==> src/design/lap_pkg.sv <==
package lap_pkg;

    localparam int CMD_W        = 4;
    localparam int FRAME_W      = 48;
    localparam int DUR_W        = 16;
    localparam int POS_IN_W     = 8;
    localparam int REP_W        = 8;
    localparam int MASK_W       = 16;
    localparam int TICK_W       = 16;
    localparam int PHASE_W      = 6;
    localparam int LEVEL_BITS   = 3;
    localparam int MAX_LIGHTS   = 16;
    localparam int ENTRY_W      = DUR_W + FRAME_W;
    localparam int TARGET_LSB   = 32;
    localparam int POS_SRC_W    = 16;
    localparam int MOD_STEPS    = 2;
    localparam int MOD_CNT_W    = $clog2(MOD_STEPS);
    localparam int PWM_MOD      = 49;

    localparam int FRAME_DEPTH_DEF = 256;
    localparam int LIGHT_COUNT_DEF = 16;

    localparam logic [CMD_W-1:0] CMD_SETFRAME   = 4'd0;
    localparam logic [CMD_W-1:0] CMD_GETFRAME   = 4'd1;
    localparam logic [CMD_W-1:0] CMD_SETPOS     = 4'd2;
    localparam logic [CMD_W-1:0] CMD_GETPOS     = 4'd3;
    localparam logic [CMD_W-1:0] CMD_WRITEFRAME = 4'd4;
    localparam logic [CMD_W-1:0] CMD_START      = 4'd5;
    localparam logic [CMD_W-1:0] CMD_PAUSE      = 4'd6;
    localparam logic [CMD_W-1:0] CMD_RESET      = 4'd7;
    localparam logic [CMD_W-1:0] CMD_ANIMTICK   = 4'd8;
    localparam logic [CMD_W-1:0] CMD_PWMTICK    = 4'd9;

    localparam logic [PHASE_W-1:0] LEVEL_SQ [0:7] = '{
        6'd0, 6'd1, 6'd4, 6'd9, 6'd16, 6'd25, 6'd36, 6'd49
    };

    typedef enum logic [2:0] {
        S_IDLE,
        S_EXEC,
        S_NEXT,
        S_MOD,
        S_LAND,
        S_DONE
    } t_state;

    typedef enum logic [2:0] {
        OP_NONE,
        OP_DIRECT,
        OP_TICK,
        OP_NEXT,
        OP_MOD,
        OP_LAND
    } t_op;

    typedef struct packed {
        logic load_in;
        logic load_out;
        t_op  op;
    } t_dp_ctl;

    typedef struct packed {
        logic cmd_tick;
        logic cmd_setpos;
        logic tick_adv;
        logic next_jump;
        logic loop_more;
        logic mod_last;
        logic out_free;
    } t_dp_stat;

    typedef struct packed {
        logic [CMD_W-1:0]    cmd;
        logic [FRAME_W-1:0]  frame_bits;
        logic [DUR_W-1:0]    duration;
        logic [POS_IN_W-1:0] position;
        logic [REP_W-1:0]    repeat_limit_in;
    } t_in_item;

    typedef struct packed {
        logic [FRAME_W-1:0]  light_levels;
        logic [MASK_W-1:0]   light_mask;
        logic [POS_IN_W-1:0] current_position;
        logic [FRAME_W-1:0]  current_frame;
        logic                playing;
    } t_res_item;

endpackage

==> src/design/lap_ctrl.sv <==
module lap_ctrl #(
    parameter int FRAME_DEPTH = lap_pkg::FRAME_DEPTH_DEF
) (
    input  logic              i_clk,
    input  logic              i_rst_n,
    input  logic              i_in_valid,
    output logic              o_in_ready,
    output lap_pkg::t_dp_ctl  o_ctl,
    input  lap_pkg::t_dp_stat i_st
);
    import lap_pkg::*;

    localparam bit POW2 = (FRAME_DEPTH & (FRAME_DEPTH - 1)) == 0;

    t_state r_state;
    t_state n_state;

    always_ff @(posedge i_clk) begin
        if (!i_rst_n) begin
            r_state <= S_IDLE;
        end else begin
            r_state <= n_state;
        end
    end

    always_comb begin
        n_state = r_state;
        case (r_state)
            S_IDLE: begin
                if (i_in_valid) begin
                    n_state = S_EXEC;
                end
            end
            S_EXEC: begin
                if (i_st.cmd_tick) begin
                    n_state = i_st.tick_adv ? S_NEXT : S_DONE;
                end else if (i_st.cmd_setpos && !POW2) begin
                    n_state = S_MOD;
                end else begin
                    n_state = S_DONE;
                end
            end
            S_NEXT: begin
                if (i_st.next_jump && i_st.loop_more) begin
                    n_state = POW2 ? S_LAND : S_MOD;
                end else begin
                    n_state = S_DONE;
                end
            end
            S_MOD: begin
                if (i_st.mod_last) begin
                    n_state = i_st.cmd_tick ? S_LAND : S_DONE;
                end
            end
            S_LAND: begin
                n_state = S_DONE;
            end
            S_DONE: begin
                if (i_st.out_free) begin
                    n_state = i_in_valid ? S_EXEC : S_IDLE;
                end
            end
            default: begin
                n_state = S_IDLE;
            end
        endcase
    end

    always_comb begin
        o_in_ready     = (r_state == S_IDLE) || ((r_state == S_DONE) && i_st.out_free);
        o_ctl.load_in  = i_in_valid && o_in_ready;
        o_ctl.load_out = (r_state == S_DONE) && i_st.out_free;
        case (r_state)
            S_EXEC:  o_ctl.op = i_st.cmd_tick ? OP_TICK : OP_DIRECT;
            S_NEXT:  o_ctl.op = OP_NEXT;
            S_MOD:   o_ctl.op = OP_MOD;
            S_LAND:  o_ctl.op = OP_LAND;
            default: o_ctl.op = OP_NONE;
        endcase
    end

    a_accept_only_when_free: assert property (@(posedge i_clk) disable iff (!i_rst_n)
        o_ctl.load_in |-> (r_state == S_IDLE) || (r_state == S_DONE))
        else $error("transaction accepted while an item is in work");

    a_done_holds: assert property (@(posedge i_clk) disable iff (!i_rst_n)
        (r_state == S_DONE) && !i_st.out_free |=> (r_state == S_DONE))
        else $error("result dropped while output register busy");

    a_mod_exit: assert property (@(posedge i_clk) disable iff (!i_rst_n)
        (r_state == S_MOD) && i_st.mod_last && i_st.cmd_tick |=> (r_state == S_LAND))
        else $error("jump remainder did not land");
endmodule

==> config.mk <==
export PLATFORM = sky130hd
export DESIGN_NAME = lap_ctrl
export DESIGN_NICKNAME = d
export VERILOG_FILES = /design/src/design/lap_pkg.sv /design/src/design/lap_ctrl.sv
export SDC_FILE = /design/constraint.sdc
export NUM_CORES = 1
export LEC_CHECK = 0
export ABC_AREA = 1
export BUFFER_PORTS_ARGS = -buffer_cell sky130_fd_sc_hd__buf_2
export CAP_MARGIN = 20
export CORE_AREA = 2 2 39 41
export DETAILED_ROUTE_END_ITERATION = 16
export DIE_AREA = 0 0 41 43
export HOLD_SLACK_MARGIN = 0.08
export PLACE_DENSITY = 0.52
export SLEW_MARGIN = 20
export SYNTH_ARGS = -nofsm -noshare
export SYNTH_HDL_FRONTEND = slang
export SYNTH_SLANG_ARGS = --single-unit
==> constraint.sdc <==
create_clock -name i_clk -period 1 [get_ports i_clk]
set_input_delay 0.2 -clock i_clk [delete_from_list [all_inputs] [get_ports i_clk]]
set_output_delay 0.2 -clock i_clk [all_outputs]
set_load 0.01 [all_outputs]
==> results of run 1 <==
==> synthesized netlist by cell type <==
library cell  instances
nor2_1                5
buf_6                 1
nand3b_1              1
dfxtp_1               3
inv_1                10
nand2_1              16
nand4_1               1
a21oi_1               5
o21ai_1               1
nand3_1               6
o21ai_0               1
nor2_2                3
==> final cells by class <==
cell class / instances / area [um2] / share of cell area [%]
well taps: 16 / 20.0 / 3.91
flip-flops and latches: 3 / 71.3 / 13.9
clock buffers: 4 / 26.3 / 5.13
inverters: 10 / 42.5 / 8.31
repair buffers: 20 / 115 / 22.5
multi-input cells: 39 / 236 / 46.2
==> critical path, cell delays in order, from the launching register on <==
cell and delay, ns:
dfxtp_4 0.36, inv_6 0.08, nand3_4 0.08, nor2_4 0.09, inv_2 0.04, a21oi_2 0.10, buf_2 0.13
==> power by group through the flow <==
stage	sequential, mW	combinational (mW)	clock (mW)
finish	0.177	0.299	0.212
global route	0.181	0.334	0.248
global placement	0.170	0.238	0
CTS	0.173	0.278	0.226
floorplan	0.155	0.168	0
detailed placement	0.171	0.242	0
==> routing by layer <==
layer | vias to the layer above | GRT usage, %
li1 | 213 | -
met1 | 164 | 12.5
met4 | 0 | 2.00
met3 | 0 | 4.71
met2 | 12 | 16.6
met5 | - | 0
==> per-stage QoR <==
stage / setup slack (ns) / instances / TNS (ns)
2_1_floorplan: -0.0599 / 53 / -0.0599
3_3_place_gp: -0.116 / 85 / -0.601
3_5_place_dp: -0.137 / 85 / -0.704
4_1_cts: -0.312 / 91 / -1.89
5_1_grt: -0.389 / 92 / -2.75
6_report: -0.308 / 92 / -2.07
==> cells by family (layout without fill, tap and decap cells) <==
group | Yosys count | in the layout | share of synthesized area (%)
AO/OA/AOI/OAI | 7 | 7 | 12.3
flip-flops | 3 | 3 | 21.1
AND/OR/NAND/NOR | 32 | 32 | 49.6
buffers and inverters | 11 | 34 | 17.1
==> what timing repair did <==
item / CTS / global route
pin swaps: 4 / 2
setup buffers: 2 / 1
resized for setup: 9 / 6
setup endpoints to repair: 9 / 9
==> path summary, 6_finish.rpt <==
path	cells past startpoint	from	slack [ns]	to
worst max-delay path	6	r_state[1]$_SDFFE_PN0P_	-0.31	o_ctl[4]
worst min-delay path	3	i_rst_n	0.22	r_state[2]$_SDFFE_PN0P_
worst max register to register	9	r_state[1]$_SDFFE_PN0P_	-0.21	r_state[2]$_SDFFE_PN0P_
worst min register to register	4	r_state[0]$_SDFFE_PN0P_	0.68	r_state[2]$_SDFFE_PN0P_
==> impl_metrics.tcl, run 1 <==
set metrics [dict create \
    cp_data_arrival_time_ns 1.11 \
    top_layer "met3" \
    wl_per_cell_um 8.68 \
    crit_required_ns 0.80 \
    swShare_pct 37.1 \
    area_growth_syn_to_layout_pct 79.4 \
    synth_area_um2 285 \
    status "complete, but fails checks" \
    syn_nets 63 \
    portBuffers 14 \
    root_buffer "clkbuf_4" \
    drt_iter0_markers 6 \
    drc 0 \
    layout_setup_ws_ns -0.308 \
    setup_violations 9 \
    power_density_nw_per_um2 1350 \
    core-area_um2 1380 \
    synth_top_area_share_pct 21.1 \
    dieHeight_um 43 \
    gr-total-overflow 0 \
    drive_gt1_share_pct 52.6 \
    cts_buffer_depth 2 \
    p_clk_share_pct 30.8 \
    yosysSeqAreaShare_pct 21.1 \
    finalCoreUtilization_pct 37.0 \
    hold_viol_final 0 \
    layout.nets 87 \
    path_max_fanout 4 \
    min_path_type "in2reg" \
    pwr-share-comb_pct 43.4 \
    max_cap_violations 0 \
    row_count 14 \
    cts_made_buffers 3 \
    holdWs_ns 0.224 \
    min_period_over_period_pct 131 \
    synth_cells 53 \
    drv_slew 0 \
    crit_type "reg2out" \
    fin_skew_ns 0.00608 \
    clock.fmax_mhz 765 \
    clkTransAtPathRegs_ns 0.04 \
    htreeDepth 1 \
    clkSinkCount 3 \
    dr.pass1.iters 2 \
    top_register "r_state" \
    mostFrequentLayoutCell "buf_2" \
    routed_wl_um 799 \
    tightest_slew_ns 0.181 \
    syn_avg_cell_area_um2 5.38 \
    ys_seq_elements 3 \
    viasPerCell 4.23 \
    grt_pass1_wl_um 1260 \
    die_x_um 41 \
    p_int_mw 0.433 \
    gp_congestion 0.810 \
    largest_register_ffs 3 \
    yosysTopAreaCell "dfxtp_1" \
    switchingPower_mw 0.256 \
    met3_wirelength_um 50 \
    insertion_delay_ns 0.23 \
    cp-end-kind "output pin" \
    final_cell_mix "buf_2, nand2_1, inv_1" \
    rsz0062_at_grt "true" \
    placed_area_um2 415 \
    ios 16 \
    grt_antenna_before_repair 0 \
    grt.total_usage_pct 10.4 \
    place_hpwl_um 636 \
    critPathLaunchType "flop" \
    final_area_um2 512 \
    violations "negative setup slack" \
    num_antenna_cells 0 \
    finalPower_mw 0.689 \
    sequentialPowerShare_pct 25.7 \
    top_regs "r_state: 3 flops" \
    grt_start_max_net_pins 8 \
    cts_hold_buf 0 \
    grt_pass1_vias 340 \
    route.met2.wl_um 393 \
    start_util_pct 20.6 \
    yosysWarnings 0 \
    nFillCells 150 \
    ir_drop_mv 0.657 \
    vias 389 \
    detail-route-antenna-nets 0 \
    synth.distinct_cells 12 \
    synth_area_leaders "dfxtp_1, nand2_1, inv_1" \
    fin_crit_ns 1.31 \
    cts_tree "built" \
    wl_met1_um 355 \
    die_area_um2 1760 \
    max-slew-margin-rel_pct 87.9 \
    p_leak_nw 0.265 \
]
Power figures use the tool's default switching activity.
==> run 2, diff against run 1 <==
CELL_PAD_IN_SITES_DETAIL_PLACEMENT = 1   (was unset)
CELL_PAD_IN_SITES_GLOBAL_PLACEMENT = 2   (was unset)
CORE_AREA = unset   (was 2 2 39 41)
CORE_MARGIN = 1.5   (was unset)
CORE_UTILIZATION = 15   (was unset)
DIE_AREA = unset   (was 0 0 41 43)
PLACE_DENSITY = 0.71   (was 0.52)
==> run 2 against run 1 <==
The flow still finishes with violations (negative setup slack). Clock power barely moved. Setup slack lost 0.015 ns. Cell count rose by 11%. First-iteration DRC count decreased by 33%. Wire length is 11% higher. Sequential power about the same. Flip-flop and latch count stayed put. Non-clock buffer count is 1 higher. Global-route usage decreased by 0.69 points. Power up 1.0%. Sequential share of layout area shrank 0.20 points. Count of clock-buffer cells in the layout is the same. Critical path type unchanged. Largest cell class unchanged. Largest power group unchanged. Highest routed layer is now met4.
==> impl_metrics.tcl, run 2 (synthesis results as in run 1) <==
set metrics [dict create \
    status "complete, but fails checks" \
    violations "negative setup slack" \
    drt_iter0_markers 4 \
    critPathLaunchType "flop" \
    fin_skew_ns 0.00388 \
    tightest_slew_ns 0.152 \
    start_util_pct 16.2 \
    num_antenna_cells 0 \
    cts_buffer_depth 2 \
    min_path_type "in2reg" \
    cts_tree "built" \
    crit_required_ns 0.80 \
    dr.pass1.iters 2 \
    max-slew-margin-rel_pct 89.8 \
    clkTransAtPathRegs_ns 0.04 \
    routed_wl_um 883 \
    vias 413 \
    clock.fmax_mhz 756 \
    cts_hold_buf 0 \
    layout_setup_ws_ns -0.323 \
    grt_start_max_net_pins 9 \
    cp-end-kind "output pin" \
    area_growth_syn_to_layout_pct 82.0 \
    p_leak_nw 0.265 \
    min_period_over_period_pct 132 \
    fin_crit_ns 1.32 \
    layout.nets 88 \
    path_max_fanout 4 \
    grt_pass1_wl_um 1510 \
    die_x_um 46.6 \
    root_buffer "clkbuf_4" \
    row_count 15 \
    max_cap_violations 0 \
    portBuffers 14 \
    power_density_nw_per_um2 1340 \
    viasPerCell 4.05 \
    ios 16 \
    gr-total-overflow 0 \
    gp_congestion 0.747 \
    rsz0062_at_grt "true" \
    insertion_delay_ns 0.23 \
    final_cells 102 \
    largest_register_ffs 3 \
    setup_violations 9 \
    cp_data_arrival_time_ns 1.12 \
    crit_type "reg2out" \
    drc 0 \
    top_register "r_state" \
    dp_cells 94 \
    top_regs "r_state: 3 flops" \
    core-area_um2 1760 \
    hold_viol_final 0 \
    grt.total_usage_pct 9.74 \
    detail-route-antenna-nets 0 \
    drive_gt1_share_pct 50.6 \
    final_cell_mix "nand2_1, buf_2, inv_1" \
    min_path_cells 3 \
    dieHeight_um 46.6 \
    finalPower_mw 0.696 \
    drv_slew 0 \
    clkSinkCount 3 \
    htreeDepth 1 \
    grt_pass1_vias 382 \
    die_area_um2 2170 \
    cts_made_buffers 3 \
    ir_drop_mv 0.326 \
    wl_per_cell_um 8.66 \
    grt_antenna_before_repair 0 \
    r2r_cells 7 \
    place_hpwl_um 730 \
]
==> run 2: cell count changes in the layout (fill, tap and decap cells not counted) <==
cell     before  now
a21oi_2       2    1
a21oi_1       3    4
nor2_2        1    2
buf_4         6    7
nand2_2       3    2
nor2_4        5    4
nand2_1      13   14
==> run 2: layout make-up <==
| type | instances | area (um2) |
|---|---|---|
| Clock buffer | 4 | 26.3 |
| Fill cell | 248 | 1240 |
| Inverter | 10 | 42.5 |
| Multi-Input combinational cell | 39 | 225 |
| Sequential cell | 3 | 71.3 |
| Tap cell | 25 | 31.3 |
| Timing Repair Buffer | 21 | 123 |
==> run 2: worst paths after layout <==
kind | startpoint | endpoint | slack [ns]
setup / recovery | r_state[1]$_SDFFE_PN0P_ | o_ctl[4] | -0.32
hold / removal | i_rst_n | r_state[1]$_SDFFE_PN0P_ | 0.23
setup reg to reg | r_state[0]$_SDFFE_PN0P_ | r_state[0]$_SDFFE_PN0P_ | -0.13
hold reg to reg | r_state[2]$_SDFFE_PN0P_ | r_state[1]$_SDFFE_PN0P_ | 0.66
==> run 2: timing repair <==
item | CTS | global route
buffers inserted | 2 | 2
resized for setup | 8 | 4
cloned | 0 | 0
setup endpoints to repair | 9 | 9
pin swaps | 2 | 3
==> run 2: where the power goes <==
part	internal, mW	switching (mW)
sequential	0.138	0.0403
clock	0.150	0.0648
combinational	0.154	0.149
==> run 2: per-layer routing <==
metal | up-vias | routed length, um | GRT usage, % | part of all wire [%]
li1 | 216 | - | - | -
met4 | 0 | 19 | 5.00 | 2.2
met3 | 2 | 36 | 1.18 | 4.1
met1 | 184 | 381 | 10.9 | 43
met5 | - | 0 | 0 | 0
met2 | 11 | 446 | 17.8 | 51
==> run 2: critical path, stage by stage, from the launching register on <==
cell	delay, ns
dfxtp_4	0.36
inv_6	0.07
nand3_4	0.08
nor2_4	0.10
inv_2	0.04
a21oi_2	0.10
buf_2	0.13
==> run 2: per-stage QoR <==
step           utilization [%]  TNS [ns]  cell area, um2  hold slack [ns]  setup slack, ns
2_1_floorplan                -   -0.0599             314            0.341          -0.0599
3_3_place_gp              24.2    -0.749             427            0.458           -0.127
3_5_place_dp              24.2    -0.961             427            0.461           -0.184
4_1_cts                   28.0     -2.10             494            0.222           -0.335
5_1_grt                   29.4     -2.74             519            0.227           -0.399
6_report                  29.4     -1.92             519            0.226           -0.323
==> run 3, diff against run 2 <==
CORE_UTILIZATION = 17   (was 15)
CTS_BUF_LIST = sky130_fd_sc_hd__clkbuf_4   (was unset)
PLACE_DENSITY = 0.78   (was 0.71)
==> run 3 against run 2 <==
The run still ends with negative setup slack left. First-iteration DRC count is 75% lower. Wire length stayed put. Clock skew is 0.0037 ns lower. Fmax is 0.35% higher. Combinational power shrank 14%. Critical path type unchanged. Largest power group unchanged.
==> impl_metrics.tcl, run 3 (synthesis results as in run 1) <==
set metrics [dict create \
    num_antenna_cells 0 \
    gp_congestion 0.771 \
    min_path_cells 3 \
    min_period_over_period_pct 132 \
    portBuffers 14 \
    layout.nets 88 \
    die_x_um 44.0 \
    path_max_fanout 4 \
    ios 16 \
    drt_iter0_markers 1 \
    place_hpwl_um 696 \
    routed_wl_um 883 \
    grt_start_max_net_pins 9 \
    cts_tree "built" \
    die_area_um2 1930 \
    grt_pass1_wl_um 1500 \
    power_density_nw_per_um2 1340 \
    cpPeakStageDelay_ns 0.34 \
    final_cell_mix "nand2_1, buf_2, inv_1" \
    root_buffer "clkbuf_4" \
    layout_setup_ws_ns -0.318 \
    top_layer "met3" \
    dieHeight_um 44.0 \
    area_growth_syn_to_layout_pct 75.9 \
    switchingPower_mw 0.237 \
    start_util_pct 18.5 \
    largest_register_ffs 3 \
    max_cap_violations 0 \
    finalPower_mw 0.673 \
    grt_antenna_before_repair 0 \
    met3_wirelength_um 28 \
    tightest_slew_ns 0.144 \
    pwr-share-comb_pct 39.0 \
    crit_type "reg2out" \
    hold_viol_final 0 \
    drv_slew 0 \
    cts_made_buffers 3 \
    htreeDepth 1 \
    gr-total-overflow 0 \
    rsz0062_at_grt "true" \
    viasPerCell 4.16 \
    final_cells 93 \
    p_leak_nw 0.268 \
    status "complete, but fails checks" \
    cts_buffer_depth 2 \
    mostFrequentLayoutCell "nand2_1" \
    ir_drop_mv 0.674 \
    fin_crit_ns 1.32 \
    setup_violations 9 \
    min_path_type "in2reg" \
    drc 0 \
    vias 387 \
    grt.total_usage_pct 10.6 \
    hold_end "r_state[2]$_SDFFE_PN0P_" \
    crit_required_ns 0.80 \
    p_clk_share_pct 34.6 \
    holdCritStartpoint "i_rst_n" \
    drive_gt1_share_pct 49.4 \
    critPathLaunchType "flop" \
    clock.fmax_mhz 758 \
    clkSinkCount 3 \
    dp_cells 86 \
    slowest_stage "dfxtp_2" \
    cts_hold_buf 0 \
    detail-route-antenna-nets 0 \
    r2r_slack_ns -0.16 \
    swShare_pct 35.3 \
    worstPathCellList "inv_4, nand3_4, nor2_4, inv_2, a21oi_2, buf_2" \
    max-slew-margin-rel_pct 90.3 \
    cp-end-kind "output pin" \
    dr.pass1.iters 3 \
    violations "negative setup slack" \
    p_int_mw 0.435 \
    wl_met1_um 425 \
    finalSetupTns_ns -1.91 \
    r2r_end "r_state[2]$_SDFFE_PN0P_" \
    sequentialPowerShare_pct 26.3 \
    top_regs "r_state: 3 flops" \
    core-area_um2 1540 \
    insertion_delay_ns 0.23 \
    wl_per_cell_um 9.49 \
    row_count 14 \
    r2r_start "r_state[0]$_SDFFE_PN0P_" \
    grt_pass1_vias 374 \
    cp_data_arrival_time_ns 1.12 \
    clkTransAtPathRegs_ns 0.03 \
    top_register "r_state" \
    route.met2.wl_um 429 \
    fin_skew_ns 0.000199 \
    r2r_cells 7 \
]
## run 3: cell types whose count changed in the layout (fill, tap and decap cells not counted)
cell | previous run | this run
inv_4 | 0 | 1
nand2_1 | 14 | 16
dfxtp_4 | 3 | 2
dfxtp_2 | 0 | 1
inv_6 | 1 | 0
nand2_2 | 2 | 0
clkbuf_4 | 3 | 4
clkbuf_1 | 1 | 0
## run 3: worst max-delay path by stage
stage | startpoint | endpoint | depth (start not counted)
6_report | r_state[1]$_SDFFE_PN0P_ | o_ctl[4] | 6
2_1_floorplan | r_state[2]$_SDFFE_PN0P_ | o_ctl[4] | 5
5_1_grt | r_state[1]$_SDFFE_PN0P_ | o_ctl[4] | 6
4_1_cts | r_state[1]$_SDFFE_PN0P_ | o_ctl[4] | 6
3_3_place_gp | r_state[0]$_SDFFE_PN0P_ | o_ctl[2] | 4
3_5_place_dp | r_state[2]$_SDFFE_PN0P_ | o_ctl[4] | 5
## run 3: layer usage
layer | up-vias | global-route usage, %
met5 | - | 0
met4 | 0 | 5.45
met3 | 0 | 2.50
met2 | 8 | 16.5
met1 | 165 | 13.4
li1 | 214 | -
## run 3: final cells by class
type / instances / area (um2)
repair buffers: 21 / 123
clock buffers: 4 / 30.0
fillers: 216 / 1040
multi-input cells: 39 / 220
well taps: 16 / 20.0
flip-flops and latches: 3 / 68.8
inverters: 10 / 40.0
## run 3: power groups by stage
stage                     Combinational (mW)  Clock [mW]  Sequential, mW
after floorplan                        0.168           0           0.155
after global placement                 0.243           0           0.172
after detailed placement               0.249           0           0.170
after CTS                              0.257       0.243           0.171
after global routing                   0.298       0.249           0.181
final                                  0.262       0.233           0.177
## run 3: what timing repair did
action                     4_1_cts  5_1_grt
setup endpoints to repair        9        9
resized for setup                5        3
buffers inserted                 3        0
pin swaps                        4        0
## run 3: worst max-delay path: cells and delay by family, from the launching register on
| family | cells | cell delay (ns) |
|---|---|---|
| flops | 1 | 0.34 |
| buf+inv | 3 | 0.26 |
| compound gates | 1 | 0.11 |
| simple gates | 2 | 0.18 |
## run 3: stage by stage
step / instance area [um2] / utilization [%] / worst slack (ns) / hold slack, ns
2_1_floorplan: 314 / - / -0.0599 / 0.341
3_3_place_gp: 423 / 27.4 / -0.143 / 0.450
3_5_place_dp: 423 / 27.4 / -0.149 / 0.470
4_1_cts: 489 / 31.7 / -0.320 / 0.228
5_1_grt: 502 / 32.5 / -0.375 / 0.249
6_report: 502 / 32.5 / -0.318 / 0.226
